<file path="src/rtl/core/mme_pkg.sv">
// ============================================================================
// mme_pkg
// Shared types, widths and codes for the matrix multiply engine.
// ============================================================================
package mme_pkg;

    // Largest matrix dimension supported by default.
    localparam int MAX_DIM_DEF = 8;

    // Field and datapath widths.
    localparam int SIZE_W    = 4;
    localparam int IDX_F_W   = 3;
    localparam int ELEM_W    = 16;
    localparam int PROD_W    = 32;
    localparam int ACC_W     = 36;
    localparam int DOT_W     = 32;
    localparam int MODE_W    = 2;
    localparam int S_TDATA_W = 24;
    localparam int M_TDATA_W = 40;
    localparam int APB_AW    = 4;
    localparam int APB_DW    = 32;

    // Request kinds carried in tuser.
    localparam logic [MODE_W-1:0] MODE_LOAD_A  = 2'd0;
    localparam logic [MODE_W-1:0] MODE_LOAD_B  = 2'd1;
    localparam logic [MODE_W-1:0] MODE_COMPUTE = 2'd2;

    // Register indexes (byte address is four times the index).
    localparam logic [1:0] REG_ROWS_M  = 2'd0;
    localparam logic [1:0] REG_INNER_K = 2'd1;
    localparam logic [1:0] REG_COLS_N  = 2'd2;

    localparam logic [SIZE_W-1:0] SIZE_RESET = 4'd8;

    // Control flags for one operand pair handed to the multiply-accumulate unit.
    typedef struct packed {
        logic valid;
        logic first;
        logic last;
    } t_mac_req;

    // A size of zero acts as one and a size above the maximum acts as the maximum.
    function automatic logic [SIZE_W-1:0] f_eff_size(input logic [SIZE_W-1:0] v,
                                                     input logic [SIZE_W-1:0] vmax);
        logic [SIZE_W-1:0] r;
        r = v;
        if (v == '0) begin
            r = SIZE_W'(1);
        end else if (v > vmax) begin
            r = vmax;
        end
        return r;
    endfunction

endpackage

</file>
<file path="src/rtl/core/matrix_multiply_engine.sv">
// ============================================================================
// matrix_multiply_engine
// Fixed-point matrix multiply C = A x B with element stores and one shared MAC.
// ============================================================================
// Usage: the slave stream carries requests. tuser selects the kind: load an
// element of A, load an element of B, or compute. Loads write one signed Q8.8
// element at (row, col); loads outside the configured sizes
// are dropped. A compute request streams out every element of C in row-major
// order on the master stream, tlast marking the final one. Each result carries
// its row, column and the Q16.16 dot product, saturated to 32 bits.
// Sizes M, K and N are set through the APB port; the user must do so only
// while no compute is running, as the block does not enforce it. Zero acts
// as one and values above MAX_DIM act as MAX_DIM. Throughput: one
// multiply-accumulate per cycle while operand pairs issue, through a single
// shared unit. Each element of C issues K operand pairs, which then pass
// through the store read, product and accumulate registers; s_axis_tready
// stays low until the last result has been handed to the output register.
// Stalls: the output register holds a result until the receiver takes it; the
// sequencer waits with the finished sum and resumes once the register frees.
// Reset: sizes return to 8, the block goes idle and the output register empties.
// The element stores are not cleared; elements must be written before use.
// ============================================================================
module matrix_multiply_engine #(
    parameter int MAX_DIM = mme_pkg::MAX_DIM_DEF
) (
    input  logic                            i_clk,
    input  logic                            i_rst_n,
    // Request stream.
    input  logic                            s_axis_tvalid,
    output logic                            s_axis_tready,
    // tdata from bit 0: row[2:0], col[5:3], element[21:6], zero pad[23:22]
    input  logic [mme_pkg::S_TDATA_W-1:0]   s_axis_tdata,
    // tuser from bit 0: mode[1:0]
    input  logic [mme_pkg::MODE_W-1:0]      s_axis_tuser,
    // Result stream.
    output logic                            m_axis_tvalid,
    input  logic                            m_axis_tready,
    // tdata from bit 0: out_row[2:0], out_col[5:3], dot_value[37:6], zero pad[39:38]
    output logic [mme_pkg::M_TDATA_W-1:0]   m_axis_tdata,
    output logic                            m_axis_tlast,
    // Configuration port.
    input  logic                            psel,
    input  logic                            penable,
    input  logic                            pwrite,
    input  logic [mme_pkg::APB_AW-1:0]      paddr,
    input  logic [mme_pkg::APB_DW-1:0]      pwdata,
    output logic [mme_pkg::APB_DW-1:0]      prdata,
    output logic                            pready
);
    import mme_pkg::*;

    localparam int IDX_W  = (MAX_DIM > 1) ? $clog2(MAX_DIM) : 1;
    localparam int DEPTH  = MAX_DIM * MAX_DIM;
    localparam int ADDR_W = (DEPTH > 1) ? $clog2(DEPTH) : 1;
    localparam logic [SIZE_W-1:0] MAX_SIZE = SIZE_W'(MAX_DIM);

    localparam logic [1:0] S_IDLE  = 2'd0;
    localparam logic [1:0] S_ISSUE = 2'd1;
    localparam logic [1:0] S_WAIT  = 2'd2;

    // Configuration registers.
    logic [SIZE_W-1:0] r_rows_m;
    logic [SIZE_W-1:0] r_inner_k;
    logic [SIZE_W-1:0] r_cols_n;
    logic              w_cfg_wr;
    logic [SIZE_W-1:0] w_m;
    logic [SIZE_W-1:0] w_k;
    logic [SIZE_W-1:0] w_n;

    // Request fields.
    logic [IDX_F_W-1:0] w_row;
    logic [IDX_F_W-1:0] w_col;
    logic [ELEM_W-1:0]  w_elem;
    logic [MODE_W-1:0]  w_mode;
    logic               w_in_acc;

    // Store ports.
    logic              w_wen_a;
    logic              w_wen_b;
    logic [ADDR_W-1:0] w_waddr;
    logic [ADDR_W-1:0] w_raddr_a;
    logic [ADDR_W-1:0] w_raddr_b;
    logic [ELEM_W-1:0] w_rdata_a;
    logic [ELEM_W-1:0] w_rdata_b;

    // Sequencer.
    logic [1:0]       r_state;
    logic [1:0]       n_state;
    logic [IDX_W-1:0] r_i;
    logic [IDX_W-1:0] n_i;
    logic [IDX_W-1:0] r_j;
    logic [IDX_W-1:0] n_j;
    logic [IDX_W-1:0] r_t;
    logic [IDX_W-1:0] n_t;
    logic             w_t_last;
    logic             w_j_last;
    logic             w_i_last;
    t_mac_req         n_req;
    t_mac_req         r_rd_req;
    logic             w_done;
    logic             w_take;
    logic             w_out_free;
    logic [DOT_W-1:0] w_sum;

    // Output register.
    logic               r_ovalid;
    logic [IDX_F_W-1:0] r_orow;
    logic [IDX_F_W-1:0] r_ocol;
    logic [DOT_W-1:0]   r_odot;
    logic               r_olast;

    // ------------------------------------------------------------------
    // Configuration port. Writes complete in the access phase; reads return
    // the stored size, and unmapped addresses read as zero.
    // ------------------------------------------------------------------
    assign pready   = 1'b1;
    assign w_cfg_wr = psel && penable && pwrite && pready;

    always_ff @(posedge i_clk) begin
        if (!i_rst_n) begin
            r_rows_m  <= SIZE_RESET;
            r_inner_k <= SIZE_RESET;
            r_cols_n  <= SIZE_RESET;
        end else if (w_cfg_wr) begin
            unique case (paddr[3:2])
                REG_ROWS_M:  r_rows_m  <= pwdata[SIZE_W-1:0];
                REG_INNER_K: r_inner_k <= pwdata[SIZE_W-1:0];
                REG_COLS_N:  r_cols_n  <= pwdata[SIZE_W-1:0];
                default: begin
                end
            endcase
        end
    end

    always_comb begin
        unique case (paddr[3:2])
            REG_ROWS_M:  prdata = APB_DW'(r_rows_m);
            REG_INNER_K: prdata = APB_DW'(r_inner_k);
            REG_COLS_N:  prdata = APB_DW'(r_cols_n);
            default:     prdata = '0;
        endcase
    end

    assign w_m = f_eff_size(r_rows_m, MAX_SIZE);
    assign w_k = f_eff_size(r_inner_k, MAX_SIZE);
    assign w_n = f_eff_size(r_cols_n, MAX_SIZE);

    // ------------------------------------------------------------------
    // Element loads. Both stores are addressed row*MAX_DIM+col; the bounds
    // check keeps every accepted address inside the store.
    // ------------------------------------------------------------------
    assign w_row    = s_axis_tdata[2:0];
    assign w_col    = s_axis_tdata[5:3];
    assign w_elem   = s_axis_tdata[21:6];
    assign w_mode   = s_axis_tuser;
    assign w_in_acc = s_axis_tvalid && s_axis_tready;

    assign w_wen_a = w_in_acc && (w_mode == MODE_LOAD_A) &&
                     (SIZE_W'(w_row) < w_m) && (SIZE_W'(w_col) < w_k);
    assign w_wen_b = w_in_acc && (w_mode == MODE_LOAD_B) &&
                     (SIZE_W'(w_row) < w_k) && (SIZE_W'(w_col) < w_n);
    assign w_waddr = ADDR_W'(int'(w_row) * MAX_DIM + int'(w_col));

    // During a dot product, A is walked along row i and B down column j.
    assign w_raddr_a = ADDR_W'(int'(r_i) * MAX_DIM + int'(r_t));
    assign w_raddr_b = ADDR_W'(int'(r_t) * MAX_DIM + int'(r_j));

    mme_ram #(
        .DEPTH  (DEPTH),
        .ADDR_W (ADDR_W),
        .DATA_W (ELEM_W)
    ) u_store_a (
        .i_clk   (i_clk),
        .i_wen   (w_wen_a),
        .i_waddr (w_waddr),
        .i_wdata (w_elem),
        .i_raddr (w_raddr_a),
        .o_rdata (w_rdata_a)
    );

    mme_ram #(
        .DEPTH  (DEPTH),
        .ADDR_W (ADDR_W),
        .DATA_W (ELEM_W)
    ) u_store_b (
        .i_clk   (i_clk),
        .i_wen   (w_wen_b),
        .i_waddr (w_waddr),
        .i_wdata (w_elem),
        .i_raddr (w_raddr_b),
        .o_rdata (w_rdata_b)
    );

    // ------------------------------------------------------------------
    // Sequencer. In ISSUE one operand pair is read per cycle; in WAIT the
    // finished sum moves to the output register once that register is free,
    // then the next element of C starts or the block returns to idle.
    // ------------------------------------------------------------------
    assign s_axis_tready = (r_state == S_IDLE);

    assign w_t_last = (SIZE_W'(r_t) + SIZE_W'(1)) == w_k;
    assign w_j_last = (SIZE_W'(r_j) + SIZE_W'(1)) == w_n;
    assign w_i_last = (SIZE_W'(r_i) + SIZE_W'(1)) == w_m;

    assign w_out_free = !r_ovalid || m_axis_tready;
    assign w_take     = (r_state == S_WAIT) && w_done && w_out_free;

    always_comb begin
        n_req.valid = (r_state == S_ISSUE);
        n_req.first = (r_t == '0);
        n_req.last  = w_t_last;
    end

    always_comb begin
        n_state = r_state;
        n_i     = r_i;
        n_j     = r_j;
        n_t     = r_t;
        unique case (r_state)
            S_IDLE: begin
                if (w_in_acc && (w_mode == MODE_COMPUTE)) begin
                    n_state = S_ISSUE;
                    n_i     = '0;
                    n_j     = '0;
                    n_t     = '0;
                end
            end
            S_ISSUE: begin
                if (w_t_last) begin
                    n_state = S_WAIT;
                    n_t     = '0;
                end else begin
                    n_t = r_t + IDX_W'(1);
                end
            end
            S_WAIT: begin
                if (w_take) begin
                    if (w_j_last) begin
                        n_j = '0;
                        if (w_i_last) begin
                            n_state = S_IDLE;
                        end else begin
                            n_i     = r_i + IDX_W'(1);
                            n_state = S_ISSUE;
                        end
                    end else begin
                        n_j     = r_j + IDX_W'(1);
                        n_state = S_ISSUE;
                    end
                end
            end
            default: begin
                n_state = S_IDLE;
            end
        endcase
    end

    always_ff @(posedge i_clk) begin
        if (!i_rst_n) begin
            r_state  <= S_IDLE;
            r_i      <= '0;
            r_j      <= '0;
            r_t      <= '0;
            r_rd_req <= '0;
        end else begin
            r_state  <= n_state;
            r_i      <= n_i;
            r_j      <= n_j;
            r_t      <= n_t;
            r_rd_req <= n_req;
        end
    end

    // The request flags pass through a register to line up with the registered store data.
    mme_mac u_mac (
        .i_clk   (i_clk),
        .i_rst_n (i_rst_n),
        .i_req   (r_rd_req),
        .i_a     (w_rdata_a),
        .i_b     (w_rdata_b),
        .i_take  (w_take),
        .o_done  (w_done),
        .o_sum   (w_sum)
    );

    // ------------------------------------------------------------------
    // Output register.
    // ------------------------------------------------------------------
    always_ff @(posedge i_clk) begin
        if (!i_rst_n) begin
            r_ovalid <= 1'b0;
        end else if (w_take) begin
            r_ovalid <= 1'b1;
        end else if (m_axis_tready) begin
            r_ovalid <= 1'b0;
        end
    end

    always_ff @(posedge i_clk) begin
        if (w_take) begin
            r_orow  <= IDX_F_W'(r_i);
            r_ocol  <= IDX_F_W'(r_j);
            r_odot  <= w_sum;
            r_olast <= w_i_last && w_j_last;
        end
    end

    assign m_axis_tvalid = r_ovalid;
    assign m_axis_tdata  = {2'b00, r_odot, r_ocol, r_orow};
    assign m_axis_tlast  = r_olast;

endmodule

</file>
<file path="src/rtl/core/mme_ram.sv">
// ============================================================================
// mme_ram
// Matrix element store: one write port and one read port with registered data.
// ============================================================================
module mme_ram #(
    parameter int DEPTH  = 64,
    parameter int ADDR_W = 6,
    parameter int DATA_W = 16
) (
    input  logic              i_clk,
    input  logic              i_wen,
    input  logic [ADDR_W-1:0] i_waddr,
    input  logic [DATA_W-1:0] i_wdata,
    input  logic [ADDR_W-1:0] i_raddr,
    output logic [DATA_W-1:0] o_rdata
);

    logic [DATA_W-1:0] r_mem [DEPTH];
    logic [DATA_W-1:0] r_rdata;

    always_ff @(posedge i_clk) begin
        if (i_wen) begin
            r_mem[i_waddr] <= i_wdata;
        end
        r_rdata <= r_mem[i_raddr];
    end

    assign o_rdata = r_rdata;

endmodule

</file>
<file path="src/rtl/core/mme_mac.sv">
// ============================================================================
// mme_mac
// Shared multiply-accumulate unit with a product register and 32-bit saturation.
// ============================================================================
module mme_mac (
    input  logic                               i_clk,
    input  logic                               i_rst_n,
    input  mme_pkg::t_mac_req                  i_req,
    input  logic signed [mme_pkg::ELEM_W-1:0]  i_a,
    input  logic signed [mme_pkg::ELEM_W-1:0]  i_b,
    input  logic                               i_take,
    output logic                               o_done,
    output logic signed [mme_pkg::DOT_W-1:0]   o_sum
);
    import mme_pkg::*;

    logic                     r_pv;
    logic                     r_pfirst;
    logic                     r_plast;
    logic signed [PROD_W-1:0] r_prod;
    logic signed [ACC_W-1:0]  r_acc;
    logic signed [ACC_W-1:0]  w_base;
    logic                     r_done;
    logic [ACC_W-DOT_W:0]     w_top;

    always_ff @(posedge i_clk) begin
        if (!i_rst_n) begin
            r_pv   <= 1'b0;
            r_done <= 1'b0;
        end else begin
            r_pv   <= i_req.valid;
            r_done <= (r_pv && r_plast) || (r_done && !i_take);
        end
    end

    assign w_base = r_pfirst ? '0 : r_acc;

    always_ff @(posedge i_clk) begin
        r_pfirst <= i_req.first;
        r_plast  <= i_req.last;
        r_prod   <= PROD_W'(i_a) * PROD_W'(i_b);
        if (r_pv) begin
            r_acc <= w_base + ACC_W'(r_prod);
        end
    end

    // The sum fits when all bits above the result's sign bit match it.
    assign w_top = r_acc[ACC_W-1:DOT_W-1];

    always_comb begin
        if ((w_top == '0) || (w_top == '1)) begin
            o_sum = r_acc[DOT_W-1:0];
        end else if (r_acc[ACC_W-1]) begin
            o_sum = {1'b1, {(DOT_W-1){1'b0}}};
        end else begin
            o_sum = {1'b0, {(DOT_W-1){1'b1}}};
        end
    end

    assign o_done = r_done;

endmodule

</file>
<file path="config.mk">
export PLATFORM = sky130hd
export DESIGN_NAME = matrix_multiply_engine
export DESIGN_NICKNAME = d
export VERILOG_FILES = /design/src/rtl/core/mme_pkg.sv /design/src/rtl/core/matrix_multiply_engine.sv /design/src/rtl/core/mme_ram.sv /design/src/rtl/core/mme_mac.sv
export SDC_FILE = /design/constraint.sdc
export NUM_CORES = 2
export LEC_CHECK = 0
export BUFFER_PORTS_ARGS = -buffer_cell sky130_fd_sc_hd__buf_2
export CAP_MARGIN = 20
export CORE_MARGIN = 2
export CORE_UTILIZATION = 60
export CTS_CLUSTER_SIZE = 25
export DETAILED_ROUTE_END_ITERATION = 8
export PLACE_DENSITY = 0.81
export SLEW_MARGIN = 25
export SYNTH_ARGS = -nofsm -noshare
export SYNTH_HDL_FRONTEND = slang
export SYNTH_SLANG_ARGS = --single-unit
</file>
<file path="constraint.sdc">
create_clock -name i_clk -period 11.9 [get_ports i_clk]
set_clock_uncertainty 0.15 [all_clocks]
set_input_delay 0.595 -clock i_clk [delete_from_list [all_inputs] [get_ports i_clk]]
set_output_delay 0.595 -clock i_clk [all_outputs]
set_load 0.01 [all_outputs]
</file>
==> flow_metrics.env <==
export IMPL_tightest_slew_ps=1103
export IMPL_avgSynthCellArea_um2=16.71
export IMPL_die_w_um=405.9
export IMPL_start_util=0.6037
export IMPL_drt_wl_total_um=233000
export IMPL_cp_end_kind="flop"
export IMPL_hold_violations=0
export IMPL_rsz0062_at_grt="false"
export IMPL_wire_per_inst_um=28.02
export IMPL_design_area_um2=107000
export IMPL_multi_input_area_um2=28830
export IMPL_ys_top_cells_by_area="edfxtp_1 (66%), mux4_2 (6.7%), fa_1 (5.4%)"
export IMPL_cp_data_arrival_time_ps=7570
export IMPL_portBuffers=81
export IMPL_status="complete, no violations"
export IMPL_timing_hold_ws_ps=63.55
export IMPL_gp_congestion=0.8850
export IMPL_syn_cell_area_um2=96940
export IMPL_via_count=54120
export IMPL_yosysMostFrequentCell="edfxtp_1"
export IMPL_dp_cells=7925
export IMPL_grt_first_pass_wirelength_um=344300
export IMPL_syn_inst=5801
export IMPL_vias_per_cell=6.508
export IMPL_ys_ff_latch=2218
export IMPL_grt_usage=0.2846
export IMPL_finalCritPeriodShare=0.5831
export IMPL_die_area_um2=164800
export IMPL_yosys_top_cells_count="edfxtp_1 (2123), mux2i_1 (468), inv_1 (327), nand2_1 (314), mux4_2 (288)"
export IMPL_final_cells=8315
export IMPL_fillers=9966
export IMPL_cts_buffer_depth=3
export IMPL_clock_sinks=2218
export IMPL_yosys_area_top_type_share=0.6577
export IMPL_drive_gt1_frac=0.1544
export IMPL_synth_ff_type="edfxtp_1"
export IMPL_ctsHtreeMaxLevel=4
export IMPL_seq_area_frac_synth=0.6773
export IMPL_finalSetupViolCount=0
export IMPL_synth_area_leader_cell="edfxtp_1"
export IMPL_cp_top_family="adder cells"
export IMPL_ant_nets=0
export IMPL_clk_pin_slew_ps=60
export IMPL_grt_overflow=0
export IMPL_die_h_um=405.9
export IMPL_fmax_mhz=144.1
export IMPL_synthArstFlopShare=0
export IMPL_row_count=147
export IMPL_seqCellArea_um2=65680
export IMPL_slowest_delay_ps=930
export IMPL_grt_max_degree=110
export IMPL_crit_type="flop to flop"
export IMPL_dr_pass1_iters=6
export IMPL_synth_edf_count=2123
export IMPL_insertion_delay_ps=870
export IMPL_yosys_warnings=0
export IMPL_hpwl_um=135700
export IMPL_peakVddDrop_mv=0.2706
export IMPL_cts_made_buffers=203
export IMPL_grt_pass1_vias=54120
export IMPL_drv_slew=0
export IMPL_hp_class="primary input to flop"
export IMPL_cts_tree="done"
export IMPL_tns_ps=0
export IMPL_worst_path_buf_inv=5
export IMPL_antenna_found_initial=16
export IMPL_ios=145
export IMPL_drt_iter0_markers=7212
export IMPL_post_cts_buffers=0
export IMPL_drv_cap=0
export IMPL_cp_cell_sequence="nand2_1 > fa_1 > inv_1 > fa_1 > inv_1 > fa_1 > inv_1 > fa_1 > fa_1 > inv_1 > fa_1 > inv_1 > ha_1 > a2111oi_0 > a21oi_1 > o21ai_0 > a211oi_1 > nor4b_1 > a311o_1"
export IMPL_relSlewSlack=0.2636
export IMPL_drc=0
export IMPL_final_core_util=0.6662
export IMPL_leakage_nw=35.02
export IMPL_nets=6443
export IMPL_cts_root_buf="clkbuf_16"
export IMPL_critPathMostFrequentCell="fa_1"
export IMPL_cellPowerDensity_nw_per_um2=194.6
export IMPL_fin_crit_ps=6939
export IMPL_cpMaxStageDelayCell="dfxtp_1"
export IMPL_synthDistinctLibCells=73
export IMPL_required_ps=12530
export IMPL_setup_worst_path_start_class="flop"
export IMPL_areaGrowthSynthToFinish_pct=10.35
export IMPL_place_area_um2=100200
export IMPL_core_area_um2=160600
export IMPL_crit_fanout=16
==> logic make-up (layout without fill, tap and decap cells) <==
group           Yosys count  in the layout  share of synthesized area
mux                     821            821                     0.1228
compound gates          838            838                    0.05695
xor+xnor                 65             65                   0.005873
simple gates            816            816                    0.03880
flops                  2218           2218                     0.6773
fa+ha+maj               392            392                    0.07097
buf+inv                 649            973                    0.02726
other cells               2             32                 0.00007747
==> worst register-to-register path, delay by kind of cell (launching register included) <==
kind            cells  cell delay (ps)
flops               1              930
compound gates      5             1710
simple gates        2              470
fa+ha+maj           7             3360
buf+inv             5              250
==> placed cells by master, fill, tap and decap left out, types with 178 or more instances in the layout <==
cell / count
mux4_2: 288
nor2_1: 209
o221ai_1: 193
mux2i_1: 468
a21oi_1: 264
edfxtp_1: 2123
nand2_1: 311
clkbuf_16: 204
buf_4: 178
inv_1: 325
fa_1: 263
==> routing by layer <==
metal  up-vias  share of wire  track usage
met1     27310           0.37       0.3963
met5         -        0.00056            0
li1      22610              -            -
met2      3645           0.47       0.4377
met4        20          0.039       0.1062
met3       540           0.13      0.07404
==> flip-flops by register name, indices dropped and copies added (netlist names), 2 cells and up <==
| name | flops |
|---|---|
| r_i | 3 |
| r_j | 3 |
| r_rows_m | 4 |
| r_odot | 32 |
| u_store_a.o_rdata | 16 |
| u_mac.r_prod | 32 |
| r_cols_n | 4 |
| r_inner_k | 4 |
| u_store_b.r_mem | 1024 |
| r_orow | 3 |
| r_ocol | 3 |
| r_state | 2 |
| u_store_a.r_mem | 1024 |
| u_store_b.o_rdata | 16 |
| u_mac.r_acc | 36 |
| r_rd_req | 3 |
| r_t | 3 |
==> layout make-up <==
type / count / share of cell area
Timing Repair Buffer: 267 / 0.01833
Antenna cell: 1 / 0.00002339
Inverter: 329 / 0.01155
Multi-Input combinational cell: 2963 / 0.2696
Clock buffer: 256 / 0.05067
Tap cell: 2160 / 0.02527
Clock inverter: 121 / 0.01059
Sequential cell: 2218 / 0.6140
==> report_power, final <==
part,leakage [nW],internal [mW],switching [mW]
logic,11.9,2.38,3.23
clock network,3.21,3.55,2.87
registers,19.9,8.73,0.0588
total,35.0,14.7,6.16
==> final timing paths <==
kind | startpoint | to | slack, ps | depth (start not counted)
setup / recovery | u_store_b.o_rdata[7] | u_mac.r_prod[31] | 4960 | 19
hold / removal | s_axis_tdata[12] | u_store_a.r_mem[27][6] | 60 | 1
setup reg to reg | u_store_b.o_rdata[7] | u_mac.r_prod[31] | 4960 | 19
hold reg to reg | r_rd_req[0] | u_mac.r_plast | 180 | 0
==> through the flow <==
stage / worst slack (ps) / total power [mW]
6_report: 4961 / 20.81
5_1_grt: 4510 / 21.90
4_1_cts: 5020 / 20.82
3_5_place_dp: 5073 / 14.49
3_3_place_gp: 5142 / 14.32
2_1_floorplan: 5854 / 13.31
==> timing repair <==
item,CTS,global route
hold endpoints to repair,116,0
hold buffers,11,0
gates resized for setup,0,0
(Power assumes the default switching activity.)
